$ cat src/rtl/bsm_pkg.sv
// ----------------------------------------------------------------------------
// bsm_pkg
// Shared types and constants for the bank switch mapper: the decoded command
// that travels from the front decoder to the back executor, and result codes.
// ----------------------------------------------------------------------------
`default_nettype none

package bsm_pkg;

  // Address decode mask for mapper register writes.
  localparam logic [15:0] ADDR_MASK = 16'hF0CF;

  // Full decoded register addresses.
  localparam logic [15:0] ADDR_PRG_A   = 16'h8000;
  localparam logic [15:0] ADDR_PRG_B   = 16'hA000;
  localparam logic [15:0] ADDR_MIRROR  = 16'h9000;
  localparam logic [15:0] ADDR_MODE_A  = 16'h9002;
  localparam logic [15:0] ADDR_MODE_B  = 16'h9080;

  // Upper address nibbles.
  localparam logic [3:0] TOP_CHR_FIRST = 4'hB;
  localparam logic [3:0] TOP_CHR_LAST  = 4'hE;
  localparam logic [3:0] TOP_IRQ       = 4'hF;

  // Counter value at which a tick overflows.
  localparam logic [7:0] IRQ_COUNT_MAX = 8'hFF;

  // Input operation codes.
  localparam logic OP_WRITE = 1'b0;
  localparam logic OP_TICK  = 1'b1;

  // Result update kinds.
  localparam logic [1:0] UPD_NONE   = 2'd0;
  localparam logic [1:0] UPD_PRG    = 2'd1;
  localparam logic [1:0] UPD_CHR    = 2'd2;
  localparam logic [1:0] UPD_MIRROR = 2'd3;

  // PRG slot numbers.
  localparam logic [2:0] PRG_SLOT_LOW  = 3'd0;
  localparam logic [2:0] PRG_SLOT_MID  = 3'd1;
  localparam logic [2:0] PRG_SLOT_HIGH = 3'd2;

  // Nibble select codes for nibble-wide registers.
  localparam logic [2:0] NIB_FIRST_LO  = 3'd0;
  localparam logic [2:0] NIB_FIRST_HI  = 3'd1;
  localparam logic [2:0] NIB_SECOND_LO = 3'd2;
  localparam logic [2:0] NIB_SECOND_HI = 3'd3;
  localparam logic [2:0] NIB_NONE      = 3'd4;

  // Kinds of work handed to the back end.
  typedef enum logic [3:0] {
    CMD_NONE,
    CMD_PRG_SWAP,
    CMD_PRG_FIXED,
    CMD_MIRROR,
    CMD_MODE,
    CMD_CHR,
    CMD_RELOAD_LO,
    CMD_RELOAD_HI,
    CMD_ACK,
    CMD_ENABLE,
    CMD_TICK
  } cmd_kind_t;

  // One decoded item.
  typedef struct packed {
    cmd_kind_t  kind;
    logic [2:0] chr_idx;
    logic       chr_high;
    logic [7:0] data;
  } cmd_t;

  // Map the low address byte to a nibble select code.
  function automatic logic [2:0] nibble_select(input logic [7:0] low);
    logic [2:0] sel;
    begin
      case (low)
        8'h00:        sel = NIB_FIRST_LO;
        8'h02, 8'h40: sel = NIB_FIRST_HI;
        8'h01, 8'h04, 8'h80: sel = NIB_SECOND_LO;
        8'h03, 8'h06, 8'hC0: sel = NIB_SECOND_HI;
        default:      sel = NIB_NONE;
      endcase
      return sel;
    end
  endfunction

  // Replace one nibble of a byte with the low nibble of the data.
  function automatic logic [7:0] merge_nibble(input logic [7:0] old_val,
                                              input logic [7:0] data,
                                              input logic       high);
    begin
      if (high) begin
        return {data[3:0], old_val[3:0]};
      end
      return {old_val[7:4], data[3:0]};
    end
  endfunction

endpackage

`default_nettype wire

$ cat src/rtl/bank_switch_mapper_with_scanline_irq.sv
// An accepted item is written into the command queue, then executed from the queue
// head into the result register. Throughput: one item per cycle while out_ready is
// high; the front decodes in the accept cycle and the back executes one queued
// command per cycle. The two-entry queue takes up to two items while a result waits.
// Reset: synchronous, active low; CHR bank i holds i, other state and IRQ clear.
// ----------------------------------------------------------------------------
// bank_switch_mapper_with_scanline_irq
// Bank switching mapper with a scanline IRQ counter: decoder front end, command
// queue, and executor back end holding the mapper state.
// ----------------------------------------------------------------------------
`default_nettype none

module bank_switch_mapper_with_scanline_irq (
  input  wire logic        clk,
  input  wire logic        rst_n,
  input  wire logic        in_valid,
  output logic             in_ready,
  input  wire logic        in_operation,
  input  wire logic [15:0] in_cpu_address,
  input  wire logic [7:0]  in_write_byte,
  output logic             out_valid,
  input  wire logic        out_ready,
  output logic [1:0]       out_update_kind,
  output logic [2:0]       out_slot_index,
  output logic [7:0]       out_bank_value,
  output logic             out_irq_pulse
);

  bsm_pkg::cmd_t dec_cmd;
  bsm_pkg::cmd_t head_cmd;
  logic          q_full;
  logic          q_not_empty;
  logic          q_pop;
  logic          q_push;

  assign in_ready = !q_full;
  assign q_push   = in_valid && !q_full;

  // Front end: classify the item.
  bsm_front u_front (
    .operation   (in_operation),
    .cpu_address (in_cpu_address),
    .write_byte  (in_write_byte),
    .cmd         (dec_cmd)
  );

  // Command queue.
  bsm_queue u_queue (
    .clk       (clk),
    .rst_n     (rst_n),
    .push      (q_push),
    .push_cmd  (dec_cmd),
    .full      (q_full),
    .pop       (q_pop),
    .not_empty (q_not_empty),
    .head_cmd  (head_cmd)
  );

  // Back end: execute and register the result.
  bsm_back u_back (
    .clk             (clk),
    .rst_n           (rst_n),
    .cmd_valid       (q_not_empty),
    .cmd             (head_cmd),
    .cmd_take        (q_pop),
    .out_valid       (out_valid),
    .out_ready       (out_ready),
    .out_update_kind (out_update_kind),
    .out_slot_index  (out_slot_index),
    .out_bank_value  (out_bank_value),
    .out_irq_pulse   (out_irq_pulse)
  );

endmodule

`default_nettype wire

$ cat src/rtl/bsm_front.sv
// ----------------------------------------------------------------------------
// bsm_front
// Classifies each incoming item into a decoded command: register write
// targets are resolved from the masked address, ticks pass as tick commands.
// ----------------------------------------------------------------------------
`default_nettype none

module bsm_front (
  input  wire logic         operation,
  input  wire logic [15:0]  cpu_address,
  input  wire logic [7:0]   write_byte,
  output bsm_pkg::cmd_t     cmd
);

  logic [15:0] addr_m;
  logic [3:0]  top;
  logic [7:0]  low;
  logic [2:0]  sel;
  logic [3:0]  top_off;

  assign addr_m  = cpu_address & bsm_pkg::ADDR_MASK;
  assign top     = addr_m[15:12];
  assign low     = addr_m[7:0];
  assign sel     = bsm_pkg::nibble_select(low);
  assign top_off = top - bsm_pkg::TOP_CHR_FIRST;

  // Address decode into a command for the back end.
  always_comb begin
    cmd.kind     = bsm_pkg::CMD_NONE;
    cmd.chr_idx  = {top_off[1:0], sel[1]};
    cmd.chr_high = sel[0];
    cmd.data     = write_byte;
    if (operation == bsm_pkg::OP_TICK) begin
      cmd.kind = bsm_pkg::CMD_TICK;
    end else if (addr_m == bsm_pkg::ADDR_PRG_A) begin
      cmd.kind = bsm_pkg::CMD_PRG_SWAP;
    end else if (addr_m == bsm_pkg::ADDR_PRG_B) begin
      cmd.kind = bsm_pkg::CMD_PRG_FIXED;
    end else if (addr_m == bsm_pkg::ADDR_MIRROR) begin
      cmd.kind = bsm_pkg::CMD_MIRROR;
    end else if (addr_m == bsm_pkg::ADDR_MODE_A || addr_m == bsm_pkg::ADDR_MODE_B) begin
      cmd.kind = bsm_pkg::CMD_MODE;
    end else if (top >= bsm_pkg::TOP_CHR_FIRST && top <= bsm_pkg::TOP_CHR_LAST) begin
      if (sel != bsm_pkg::NIB_NONE) begin
        cmd.kind = bsm_pkg::CMD_CHR;
      end
    end else if (top == bsm_pkg::TOP_IRQ) begin
      case (low)
        8'h00:        cmd.kind = bsm_pkg::CMD_RELOAD_LO;
        8'h02, 8'h40: cmd.kind = bsm_pkg::CMD_RELOAD_HI;
        8'h03, 8'hC0: cmd.kind = bsm_pkg::CMD_ACK;
        8'h04, 8'h80: cmd.kind = bsm_pkg::CMD_ENABLE;
        default:      cmd.kind = bsm_pkg::CMD_NONE;
      endcase
    end
  end

endmodule

`default_nettype wire

$ cat src/rtl/bsm_queue.sv
// ----------------------------------------------------------------------------
// bsm_queue
// Two-entry command queue between the decoder and the executor; either side
// can stall without holding up the other until the queue is full or empty.
// ----------------------------------------------------------------------------
`default_nettype none

module bsm_queue (
  input  wire logic          clk,
  input  wire logic          rst_n,
  input  wire logic          push,
  input  bsm_pkg::cmd_t      push_cmd,
  output logic               full,
  input  wire logic          pop,
  output logic               not_empty,
  output bsm_pkg::cmd_t      head_cmd
);

  bsm_pkg::cmd_t mem_r [2];
  logic          wr_ptr_r, wr_ptr_nxt;
  logic          rd_ptr_r, rd_ptr_nxt;
  logic [1:0]    cnt_r, cnt_nxt;

  assign full      = (cnt_r == 2'd2);
  assign not_empty = (cnt_r != 2'd0);
  assign head_cmd  = mem_r[rd_ptr_r];

  // Pointer and fill count update.
  always_comb begin
    wr_ptr_nxt = wr_ptr_r ^ push;
    rd_ptr_nxt = rd_ptr_r ^ pop;
    cnt_nxt    = cnt_r + {1'b0, push} - {1'b0, pop};
  end

  always_ff @(posedge clk) begin
    if (!rst_n) begin
      wr_ptr_r <= 1'b0;
      rd_ptr_r <= 1'b0;
      cnt_r    <= 2'd0;
    end else begin
      wr_ptr_r <= wr_ptr_nxt;
      rd_ptr_r <= rd_ptr_nxt;
      cnt_r    <= cnt_nxt;
    end
  end

  // Entry storage.
  always_ff @(posedge clk) begin
    if (push) begin
      mem_r[wr_ptr_r] <= push_cmd;
    end
  end

endmodule

`default_nettype wire

$ cat src/rtl/bsm_back.sv
// ----------------------------------------------------------------------------
// bsm_back
// Executes decoded commands against the mapper state (CHR banks, PRG mode,
// IRQ counter) and registers one result item per command.
// ----------------------------------------------------------------------------
`default_nettype none

module bsm_back (
  input  wire logic          clk,
  input  wire logic          rst_n,
  input  wire logic          cmd_valid,
  input  bsm_pkg::cmd_t      cmd,
  output logic               cmd_take,
  output logic               out_valid,
  input  wire logic          out_ready,
  output logic [1:0]         out_update_kind,
  output logic [2:0]         out_slot_index,
  output logic [7:0]         out_bank_value,
  output logic               out_irq_pulse
);

  logic [7:0] chr_r [8];
  logic [7:0] chr_nxt;
  logic       swap_r, swap_nxt;
  logic [1:0] en_r, en_nxt;
  logic [7:0] cnt_r, cnt_nxt;
  logic [7:0] reload_r, reload_nxt;

  logic       valid_r;
  logic [1:0] kind_r, kind_nxt;
  logic [2:0] slot_r, slot_nxt;
  logic [7:0] value_r, value_nxt;
  logic       pulse_r, pulse_nxt;

  // Take a command whenever the result register is free or being emptied.
  assign cmd_take = cmd_valid && (!valid_r || out_ready);

  assign out_valid       = valid_r;
  assign out_update_kind = kind_r;
  assign out_slot_index  = slot_r;
  assign out_bank_value  = value_r;
  assign out_irq_pulse   = pulse_r;

  // Command execution: next state and result.
  always_comb begin
    chr_nxt    = bsm_pkg::merge_nibble(chr_r[cmd.chr_idx], cmd.data, cmd.chr_high);
    swap_nxt   = swap_r;
    en_nxt     = en_r;
    cnt_nxt    = cnt_r;
    reload_nxt = reload_r;
    kind_nxt   = bsm_pkg::UPD_NONE;
    slot_nxt   = 3'd0;
    value_nxt  = 8'd0;
    pulse_nxt  = 1'b0;
    case (cmd.kind)
      bsm_pkg::CMD_PRG_SWAP: begin
        kind_nxt  = bsm_pkg::UPD_PRG;
        slot_nxt  = swap_r ? bsm_pkg::PRG_SLOT_HIGH : bsm_pkg::PRG_SLOT_LOW;
        value_nxt = cmd.data;
      end
      bsm_pkg::CMD_PRG_FIXED: begin
        kind_nxt  = bsm_pkg::UPD_PRG;
        slot_nxt  = bsm_pkg::PRG_SLOT_MID;
        value_nxt = cmd.data;
      end
      bsm_pkg::CMD_MIRROR: begin
        kind_nxt  = bsm_pkg::UPD_MIRROR;
        value_nxt = {6'd0, cmd.data[1:0]};
      end
      bsm_pkg::CMD_MODE: begin
        swap_nxt = cmd.data[1];
      end
      bsm_pkg::CMD_CHR: begin
        kind_nxt  = bsm_pkg::UPD_CHR;
        slot_nxt  = cmd.chr_idx;
        value_nxt = chr_nxt;
      end
      bsm_pkg::CMD_RELOAD_LO: begin
        reload_nxt = bsm_pkg::merge_nibble(reload_r, cmd.data, 1'b0);
      end
      bsm_pkg::CMD_RELOAD_HI: begin
        reload_nxt = bsm_pkg::merge_nibble(reload_r, cmd.data, 1'b1);
      end
      bsm_pkg::CMD_ACK: begin
        en_nxt = {en_r[0], en_r[0]};
      end
      bsm_pkg::CMD_ENABLE: begin
        en_nxt = cmd.data[1:0];
        if (cmd.data[1]) begin
          cnt_nxt = reload_r;
        end
      end
      bsm_pkg::CMD_TICK: begin
        if (en_r[1]) begin
          if (cnt_r == bsm_pkg::IRQ_COUNT_MAX) begin
            cnt_nxt   = reload_r;
            en_nxt    = {en_r[0], en_r[0]};
            pulse_nxt = 1'b1;
          end else begin
            cnt_nxt = cnt_r + 8'd1;
          end
        end
      end
      default: begin
        kind_nxt = bsm_pkg::UPD_NONE;
      end
    endcase
  end

  // Control state and IRQ registers.
  always_ff @(posedge clk) begin
    if (!rst_n) begin
      swap_r   <= 1'b0;
      en_r     <= 2'd0;
      cnt_r    <= 8'd0;
      reload_r <= 8'd0;
      valid_r  <= 1'b0;
    end else begin
      if (cmd_take) begin
        swap_r   <= swap_nxt;
        en_r     <= en_nxt;
        cnt_r    <= cnt_nxt;
        reload_r <= reload_nxt;
        valid_r  <= 1'b1;
      end else if (out_ready) begin
        valid_r <= 1'b0;
      end
    end
  end

  // CHR bank registers; entry i resets to i.
  always_ff @(posedge clk) begin
    if (!rst_n) begin
      for (int i = 0; i < 8; i++) begin
        chr_r[i] <= {5'd0, 3'(i)};
      end
    end else if (cmd_take && cmd.kind == bsm_pkg::CMD_CHR) begin
      chr_r[cmd.chr_idx] <= chr_nxt;
    end
  end

  // Result register.
  always_ff @(posedge clk) begin
    if (cmd_take) begin
      kind_r  <= kind_nxt;
      slot_r  <= slot_nxt;
      value_r <= value_nxt;
      pulse_r <= pulse_nxt;
    end
  end

endmodule

`default_nettype wire

$ cat config.mk
export PLATFORM = sky130hd
export DESIGN_NAME = bank_switch_mapper_with_scanline_irq
export DESIGN_NICKNAME = d
export VERILOG_FILES = /design/src/rtl/bsm_pkg.sv /design/src/rtl/bank_switch_mapper_with_scanline_irq.sv /design/src/rtl/bsm_front.sv /design/src/rtl/bsm_queue.sv /design/src/rtl/bsm_back.sv
export SDC_FILE = /design/constraint.sdc
export NUM_CORES = 1
export LEC_CHECK = 0
export ABC_AREA = 1
export BUFFER_PORTS_ARGS = -buffer_cell sky130_fd_sc_hd__buf_2
export CAP_MARGIN = 30
export CELL_PAD_IN_SITES_DETAIL_PLACEMENT = 1
export CELL_PAD_IN_SITES_GLOBAL_PLACEMENT = 2
export CORE_UTILIZATION = 38
export DETAILED_ROUTE_END_ITERATION = 10
export GPL_TIMING_DRIVEN = 0
export PLACE_DENSITY = 0.83
export SYNTH_ARGS = -nofsm -noshare
export SYNTH_HDL_FRONTEND = slang
export SYNTH_HIERARCHICAL = 1
export SYNTH_SLANG_ARGS = --single-unit
$ cat constraint.sdc
create_clock -name clk -period 3.09 [get_ports clk]
set_input_delay 0.1545 -clock clk [delete_from_list [all_inputs] [get_ports clk]]
set_output_delay 0.1545 -clock clk [all_outputs]
set_load 0.01 [all_outputs]
== Word level (Yosys, flattened, before mapping) ==
Memories as Yosys holds them, arrays and structs flattened. A register that Yosys moved wholly into a read port is not among the register bits.
Index checks and enable logic that the tools add are counted.

* Memories: 2
* Logic and storage cells: 125
* RAM bits: 96
* Register bits after elaboration: 38
* Output and inout bits: 16
* Bits of input ports: 29

{| class="wikitable"
|+ Memories
! name !! depth !! bits a word !! read ports !! clocked after memory_dff !! wr ports !! RTL line !! source
|-
| u_back.chr_r || 8 || 8 || 1 || 0 || 8 || bsm_back.sv:22 || <nowiki>logic [7:0] chr_r [8];</nowiki>
|-
| u_queue.mem_r || 2 || 16 || 1 || 1 || 1 || bsm_queue.sv:19 || <nowiki>bsm_pkg::cmd_t mem_r [2];</nowiki>
|}

* Magnitude comparators: 2
* Multiplexer cells: 40
* Equality and inequality tests: 30
* $add $sub $neg: 4
* Reduce and logical (&&, ||, !) cells: 28
* Bitwise gates (word level): 5

{| class="wikitable"
|+ Operator list
! kind !! count
|-
| two-way mux 8 bit || 7
|-
| equality test 10 bit (second input constant) || 5
|-
| one-hot mux 8 bit (2 select lines) || 2
|-
| two-way mux 4 bit || 7
|-
| one-hot mux 8 bit (3 select lines) || 1
|-
| equality test 4 x 3 -> 1 bit (second input constant) || 4
|-
| equality test 4 bit (second input constant) || 4
|-
| one-hot mux 4 bit (4 select lines) || 1
|-
| two-way mux 1 bit || 13
|-
| equality test 6 x 2 -> 1 bit (second input constant) || 2
|-
| equality test 6 x 3 -> 1 bit (second input constant) || 2
|-
| equality test 6 bit (second input constant) || 2
|-
| one-hot mux 2 bit (3 select lines) || 2
|-
| one-hot mux 3 bit (4 select lines) || 1
|-
| AND reduction 4 bit || 3
|-
| one-hot mux 3 bit (3 select lines) || 1
|-
| adder 8 x 1 -> 8 bit (second input constant) || 1
|-
| equality test 4 x 2 -> 1 bit (second input constant) || 2
|-
| equality test 8 bit (second input constant) || 1
|-
| logical NOT 8 bit || 1
|-
| nonzero test 2 bit || 4
|-
| OR reduction 2 bit || 4
|-
| OR reduction 8 bit || 1
|-
| equality test 6 x 1 -> 1 bit (second input constant) || 1
|-
| other kinds (22) || 37
|}

== Logic depth before layout (Yosys ltp) ==
Gate-level depths: netlist (run 1).

* Depth in word-level cells: 11
* Mapped depth: 13
* Mapped depth without buffers: 12

== Hierarchy ==
Netlist (run 1), hierarchy kept.

{| class="wikitable"
|+ Modules (own cells, without submodules)
! module !! area an instance (um^2) !! seq. area each (um^2) !! cells each !! instances
|-
| bsm_back || 4792.1 || 2742.6 || 580 || 1
|-
| bsm_queue || 1442.6 || 1061.0 || 79 || 1
|-
| bsm_front || 476.7 || 0.0 || 87 || 1
|-
| bank_switch_mapper_with_scanline_irq || 13.8 || 0.0 || 3 || 1
|}

== Least setup slack after synthesis (run 1) ==
OpenSTA, ideal clock, no wires.

* Path type: reg2reg
* Start: register with a tool-made name
* End: memory u_back.chr_r[1][0], enable pin
* Stages on the path, launching flop included: 11
* Period minus slack after synthesis: 2151 ps
* Setup slack: 939 ps
* Arrival time: 1822 ps
* Setup time: 329 ps
* Buffers on the path: 2
* Required time: 2761 ps
* Cells stage by stage: dfxtp_1 -> buf_6 -> buf_12 -> mux2_4 -> nor2_4 -> inv_2 -> nor2_8 -> nand3_2 -> nor2_1 -> inv_2 -> nand2_1

{| class="wikitable"
|+ RTL lines
! element !! RTL line
|-
| to (decl) || bsm_back.sv:22
|}

==> results.yml, run 1 <==
final_layout:
  synthToLayoutAreaGrowth_pct: 17.5
  nNetsFinal: 846
  insertedDiodeCount: 0
  layout_cells_sized_above_1_pct: 17.3
  utilization_pct: 45.7
  n_fill_cell: 2047
synth:
  portion_of_synthesized_cell_area_occupied_by_the_leading_cell_type_pct: 49.1
  synth_top_family_by_area: "simple AND/OR/NAND/NOR gates"
  synth_compound_gate_area_share_pct: 4.48
  yosys_warnings: 6
  synth.lib_cells_used.distinct: 37
  synthMostInstantiatedCell: "sky130_fd_sc_hd__nand2_1"
  yosys.area.top_type: "sky130_fd_sc_hd__edfxtp_1"
  synth_xor_area_share_pct: 0.260
  ys_seq_elements: 135
  mappedNetlistArea_sq_mm: 0.00673
  yosys.area_share.adder_pct: 1.67
  yosysSeqAreaShare_pct: 56.6
  count_of_flip_flops_with_a_built_in_enable_after_synthesis: 110
  synthSimpleGateAreaFrac_pct: 27.2
  post_synth_mux_area_share_pct: 3.24
  ys_dominant_reg_cell: "sky130_fd_sc_hd__edfxtp_1"
  synthArstFlopShare_pct: 0
  synth_area_per_cell_sq_um: 8.98
  syn_nets: 787
  ys_top_cells_by_count: "sky130_fd_sc_hd__nand2_1 (252), sky130_fd_sc_hd__edfxtp_1 (110), sky130_fd_sc_hd__nor2_1 (104), sky130_fd_sc_hd__inv_1 (57), sky130_fd_sc_hd__nand3_1 (40)"
  synth_cells: 749
  synth_area_leaders: "sky130_fd_sc_hd__edfxtp_1 (49%), sky130_fd_sc_hd__nand2_1 (14%), sky130_fd_sc_hd__dfxtp_1 (7.4%)"
clock_network:
  worst_skew_pair.late_latency_ns: 0.42
  cts_setup_buffers: 0
  clock_tree_root: "sky130_fd_sc_hd__clkbuf_16"
  clock_path_buffers: 2
  clock_sink_count: 135
  h-tree-depth: 4
  clk_transition_reported_paths_ns: 0.06
  clock_tree_from_tritoncts: "done"
  cts_made_buffers: 17
timing:
  final_skew_ns: 0.00790
  rsz0062_at_grt: "false"
  relSlewSlack_pct: 48.9
  min_period_over_period_pct: 89.9
  setup_viol: 0
  max_clock_freq_mhz: 360
  final_hold_vios: 0
  timing.setup.tns_ns: 0
  timing_worst_slew_pin_value_ns: 0.767
  timing.final.max_slew_violations: 0
  period_minus_slack_ns: 2.78
routing:
  drt_iter0_drc: 276
  drt_pre_antenna_iters: 5
  aggregate_routed_wire_length_mm: 18.2
  vias: 5200
  route.detailed.drc: 0
  route.detailed.vias_per_inst: 4.97
  route.detailed.wl_per_inst_um: 17.4
  final_antenna_net_count: 0
setup_path:
  crit_path_frequent_cell: "sky130_fd_sc_hd__nand2_1"
  worstPathMaxFanout: 10
  worst_reg_to_reg_path_cell_count: 11
  critical_path.cell_chain: "buf_6, buf_12, mux2_4, inv_2, buf_1, nand2_1, nand2_1, nand2_1, nand3_1, nand2_1, nor2_1"
  timing.setup.critical_path_class: "flip-flop to flip-flop"
  ff2ff_setup_slack_ns: 0.31
  timing.critical_path.from_type: "flip-flop"
  required_ns: 3.35
  cp_slowest_stage_delay_ns: 0.50
  endpoint: "u_back/chr_r[3][4]"
  cp_data_arrival_time_ns: 3.04
  endpoint_kind: "flip-flop"
  r2r-end: "u_back/chr_r[3][4]"
  critPathSlowestCell: "sky130_fd_sc_hd__buf_1"
power:
  ir_worst_vdd_v: 0.000455
  cellLeakagePower_uw: 0.00335
  powerDensity_mw_per_mm2: 818
floorplan:
  die_height_um: 135
  row_count: 48
  fp.dieArea_sq_mm: 0.0182
  core_area_sq_mm: 0.0173
  top_level_ports: 45
  dieWidth_um: 135
  initial_core_util_pct: 38.9
run:
  max-cap-violations: 0
placement:
  numPortBuffers: 30
  hpwl_mm: 13.1
  gpl.final_weighted_congestion: 0.862
grt:
  first_global_vias: 5523
  grt_antenna_before_repair: 0
  grt_first_pass_wirelength_mm: 29.0
  global_route.usage.total_pct: 21.4
  grt_max_degree: 23
  total_gr_overflow: 0
min_path:
  min_path_type: "primary input to flip-flop"
status:
  run_status: "finished clean"
## power breakdown
part	internal, uW	leakage [uW]	switching (uW)	total (uW)
sequential	2260	0.00126	82.8	2340
clock	1370	0.000306	811	2180
combinational	552	0.00179	1390	1940
## stage by stage
| step | std cells | total power, uW | hold WS (ns) | setup slack [ns] | cell area (sq um) |
|---|---|---|---|---|---|
| detailed placement | 1004 | 4300 | 0.345 | 0.355 | 7160 |
| floorplan | 749 | 3600 | 0.248 | 0.939 | 6730 |
| CTS | 1046 | 6510 | 0.0327 | 0.320 | 7900 |
| finish | 1046 | 6460 | 0.0525 | 0.312 | 7900 |
| global route | 1046 | 6780 | 0.0341 | 0.176 | 7900 |
| global placement | 1004 | 4230 | 0.340 | 0.452 | 7160 |
## cells in the final DEF, fill, tap and decap left out, types with 6 or more instances in the layout
cell type	instances
sky130_fd_sc_hd__nand4_1	6
sky130_fd_sc_hd__nor2_2	9
sky130_fd_sc_hd__mux2_2	6
sky130_fd_sc_hd__inv_1	57
sky130_fd_sc_hd__nand2_1	252
sky130_fd_sc_hd__a21oi_1	21
sky130_fd_sc_hd__dfxtp_1	25
sky130_fd_sc_hd__mux2_4	10
sky130_fd_sc_hd__edfxtp_1	110
sky130_fd_sc_hd__buf_2	39
sky130_fd_sc_hd__nor2_1	104
sky130_fd_sc_hd__inv_2	11
sky130_fd_sc_hd__clkbuf_16	19
sky130_fd_sc_hd__nand3_1	40
sky130_fd_sc_hd__dlygate4sd3_1	10
sky130_fd_sc_hd__o21ai_0	23
sky130_fd_sc_hd__nand2_2	7
sky130_fd_sc_hd__buf_4	9
sky130_fd_sc_hd__ha_1	9
## kinds of logic after synthesis
group                    count (synthesis)
AND/OR/NAND/NOR                        435
buffers and inverters                   97
multiplexers                            16
XOR/XNOR                                 2
AO/OA/AOI/OAI                           55
adder cells (fa/ha/maj)                  9
flip-flops                             135
## critical path: cells and delay by family, from the launching register on
family	cells	cell delay, ns
simple gates	6	0.98
buf+inv	4	0.96
flops	1	0.33
mux	1	0.32
## how the worst min path moves through the flow
stage                      from              endpoint  slack [ns]  depth (start not counted)
2_1_floorplan             rst_n      u_queue/cnt_r[0]        0.25                          2
3_3_place_gp   in_write_byte[4]   u_queue/mem_r[0][4]        0.34                          1
3_5_place_dp   in_write_byte[4]   u_queue/mem_r[1][4]        0.34                          1
4_1_cts            in_operation  u_queue/mem_r[1][12]        0.03                          2
5_1_grt            in_operation  u_queue/mem_r[1][12]        0.03                          2
6_report           in_operation  u_queue/mem_r[1][12]        0.05                          2
## per-layer routing
| metal | GRT usage, % | vias to the layer above | share of wire [%] |
|---|---|---|---|
| met5 | 0 | - | 0 |
| met4 | 7.93 | 0 | 2.3 |
| met3 | 4.47 | 31 | 3.4 |
| met2 | 36.7 | 87 | 49 |
| met1 | 26.4 | 2532 | 45 |
| li1 | - | 2550 | - |
## final cells by class
class | instances | area, sq um | share of cell area, %
tap | 225 | 282 | 3.56
timing repair buffer | 40 | 250 | 3.17
sequential | 135 | 3800 | 48.2
buffer | 26 | 174 | 2.20
multi-input combinational | 517 | 2480 | 31.4
clock inverter | 13 | 166 | 2.11
clock buffer | 19 | 475 | 6.02
inverter | 71 | 269 | 3.41
## flip-flops by register name, summed over array words and instances (netlist names), 2 cells and up, named ones only
signal and cells:
u_back/cnt_r 8, u_back/out_update_kind 2, u_back/out_bank_value 8, u_back/en_r 2, u_queue/cnt_r 2, u_queue/mem_r 32
u_back/out_slot_index 3, u_back/chr_r 64, u_back/reload_r 8
## repair_timing
item	in CTS	in global routing
hold buffers	10	0
hold endpoints to repair	18	0
gates resized for setup	0	0
(Power assumes the default switching activity.)
==> run 2: changes to the inputs <==
Settings changed: ABC_AREA 1 to 0, CORE_ASPECT_RATIO set to 0.6, CORE_UTILIZATION 38 to 40, PLACE_DENSITY 0.83 to 0.8.
==> results.yml, run 2 <==
grt:
  total_gr_overflow: 0
  first_global_vias: 5064
  grt_max_degree: 17
  global_route.usage.total_pct: 23.4
  grt_first_pass_wirelength_mm: 29.9
  grt_antenna_before_repair: 0
floorplan:
  row_count: 36
  core_area_sq_mm: 0.0165
  top_level_ports: 45
  initial_core_util_pct: 41.6
  dieWidth_um: 171
  fp.dieArea_sq_mm: 0.0177
  die_height_um: 103
placement:
  dpl-instance-area_sq_mm: 0.00731
  numPortBuffers: 27
  gpl.final_weighted_congestion: 0.848
  pre_cts_setup_slack_ns: -0.300
  hpwl_mm: 13.8
final_layout:
  layout_cells_sized_above_1_pct: 25.6
  insertedDiodeCount: 0
  layout_commonest_cell: "sky130_fd_sc_hd__edfxtp_1"
  nNetsFinal: 665
  n_fill_cell: 1769
  reg_top3: "u_back/chr_r (64), u_queue/mem_r (32)"
  largest-register: "u_back/chr_r"
  final_cell_mix: "sky130_fd_sc_hd__edfxtp_1 (110), sky130_fd_sc_hd__nor2_1 (67), sky130_fd_sc_hd__buf_2 (41)"
  synthToLayoutAreaGrowth_pct: 17.8
  largest_reg_flops: 64
  final_area_sq_mm: 0.00808
clock_network:
  clock_sink_count: 135
  clock_tree_root: "sky130_fd_sc_hd__clkbuf_16"
  clock_tree_from_tritoncts: "done"
  worst_skew_pair.late_latency_ns: 0.42
  clk_transition_reported_paths_ns: 0.06
  h-tree-depth: 4
  cts_made_buffers: 17
  clock_path_buffers: 2
power:
  ir_worst_vdd_v: 0.000391
  clkPwrFrac_pct: 30.8
  pwr-share-comb_pct: 35.0
  post-layout-total-power_uw: 6690
  seqPwrFrac_pct: 34.2
  cellLeakagePower_uw: 0.00297
  p_sw_share_pct: 34.9
  powerDensity_mw_per_mm2: 827
  internal_power_uw: 4360
  switchingPower_uw: 2330
synth:
  ys_dominant_reg_cell: "sky130_fd_sc_hd__edfxtp_1"
  yosys.area.top_type: "sky130_fd_sc_hd__edfxtp_1"
  syn_nets: 601
  yosys_warnings: 6
  mappedNetlistArea_sq_mm: 0.00686
  synth_area_per_cell_sq_um: 12.2
  synth_area_leaders: "sky130_fd_sc_hd__edfxtp_1 (48%), sky130_fd_sc_hd__dfxtp_1 (7.3%), sky130_fd_sc_hd__nor2_1 (3.7%)"
  count_of_flip_flops_with_a_built_in_enable_after_synthesis: 110
  synth.lib_cells_used.distinct: 77
  ys_top_cells_by_count: "sky130_fd_sc_hd__edfxtp_1 (110), sky130_fd_sc_hd__nor2_1 (68), sky130_fd_sc_hd__nand2_1 (29), sky130_fd_sc_hd__dfxtp_1 (25), sky130_fd_sc_hd__nand3_1 (19)"
  synthArstFlopShare_pct: 0
  portion_of_synthesized_cell_area_occupied_by_the_leading_cell_type_pct: 48.1
  synthMostInstantiatedCell: "sky130_fd_sc_hd__edfxtp_1"
  ys_seq_elements: 135
  yosysSeqAreaShare_pct: 55.4
  synth_cells: 563
setup_path:
  worst_reg_to_reg_path_cell_count: 9
  r2r-end: "u_back/chr_r[5][7]"
  required_ns: 3.22
  worstPathMaxFanout: 10
  timing.setup.critical_path_class: "flip-flop to flip-flop"
  cp_data_arrival_time_ns: 3.09
  endpoint: "u_back/chr_r[5][7]"
  ff2ff_setup_slack_ns: 0.12
  endpoint_kind: "flip-flop"
  timing.critical_path.from_type: "flip-flop"
routing:
  vias: 4917
  route.detailed.drc: 0
  aggregate_routed_wire_length_mm: 19.5
  route.detailed.vias_per_inst: 5.66
  route.detailed.wl_per_inst_um: 22.5
  drt_iter0_drc: 423
  drt_pre_antenna_iters: 5
  final_antenna_net_count: 0
timing:
  rsz0062_at_grt: "false"
  final_hold_vios: 0
  min_period_over_period_pct: 96.0
  period_minus_slack_ns: 2.97
  relSlewSlack_pct: 37.7
  setup_viol: 0
  final_skew_ns: 0.0133
  timing.final.max_slew_violations: 0
  max_clock_freq_mhz: 337
  timing_worst_slew_pin_value_ns: 0.935
  worst_hold_slack_ns: 0.0748
  worst_setup_slack_after_layout_ns: 0.125
  timing.setup.tns_ns: 0
min_path:
  min_path_type: "primary input to flip-flop"
  worstHoldStart: "in_operation"
run:
  max-cap-violations: 0
status:
  run_status: "finished clean"
run 2: cell count changes after synthesis, sizes merged, moves of 14 or more:
cell / previous run / this run
inv: 68 / 15
mux2i: 0 / 18
nand3: 44 / 20
nand2: 259 / 32
and2: 0 / 14
nor2: 118 / 68
run 2: kinds of logic (layout without fill, tap and decap cells):
family          after synthesis  after routing  share of synthesized area (%)
fa+ha+maj                     9              9                           1.64
mux                          52             52                           9.74
simple gates                215            215                           17.3
buf+inv                      55            132                           4.56
xor+xnor                      5              5                          0.839
compound gates               92             92                           10.4
flops                       135            135                           55.4
run 2: layer usage:
layer / part of all wire (%) / GRT usage [%]
met5: 0 / 0
met4: 0.86 / 5.84
met3: 5.1 / 3.88
met2: 45 / 37.1
met1: 50 / 33.7
run 2: what timing repair did:
action,4_1_cts,5_1_grt
hold endpoints to repair,16,0
gates cloned,0,0
setup buffers,4,2
resized for setup,5,4
endpoints found under the setup margin,62,28
pin swaps,1,1
hold buffers,8,0
run 2: area by class of cell:
type	count	area, sq um	area share (%)
clock inverters	12	155	1.92
multi-input cells	373	2790	34.5
flip-flops and latches	135	3800	47.1
plain buffers	40	256	3.17
well taps	228	285	3.53
repair buffers	45	303	3.75
inverters	15	56.3	0.696
clock buffers	20	437	5.40
run 2: worst min path at each step:
stage	endpoint	slack, ns	cells after the start
after CTS	u_queue/mem_r[0][12]	0.06	2
after global routing	u_queue/mem_r[0][12]	0.07	2
after detailed placement	u_queue/mem_r[0][6]	0.34	1
after floorplan	flip-flop	0.28	1
after global placement	u_queue/mem_r[0][7]	0.34	1
final	u_queue/mem_r[0][12]	0.07	2
run 2: per-stage QoR:
step,instances,util (%)
final,868,49.0
after CTS,865,48.8
after floorplan,563,-
after global placement,818,44.2
after global routing,868,49.0
after detailed placement,821,44.3
run 2: worst max-delay path, cell delays in order (launching register included):
cell                        delay [ns]
sky130_fd_sc_hd__dfxtp_1          0.31
sky130_fd_sc_hd__buf_6            0.14
sky130_fd_sc_hd__buf_12           0.15
sky130_fd_sc_hd__mux2_4           0.21
sky130_fd_sc_hd__buf_2            0.25
sky130_fd_sc_hd__buf_2            0.36
sky130_fd_sc_hd__mux2i_1          0.24
sky130_fd_sc_hd__nor3_1           0.09
sky130_fd_sc_hd__a2111oi_4        0.73
sky130_fd_sc_hd__a211oi_1         0.19
run 2: power by group through the flow:
stage | logic [uW] | clock network (uW) | registers (uW)
after global routing | 2490 | 2170 | 2310
final | 2340 | 2060 | 2290
after global placement | 2110 | 0 | 2320
after detailed placement | 2230 | 0 | 2330
after CTS | 2270 | 2090 | 2290
after floorplan | 1460 | 0 | 2360
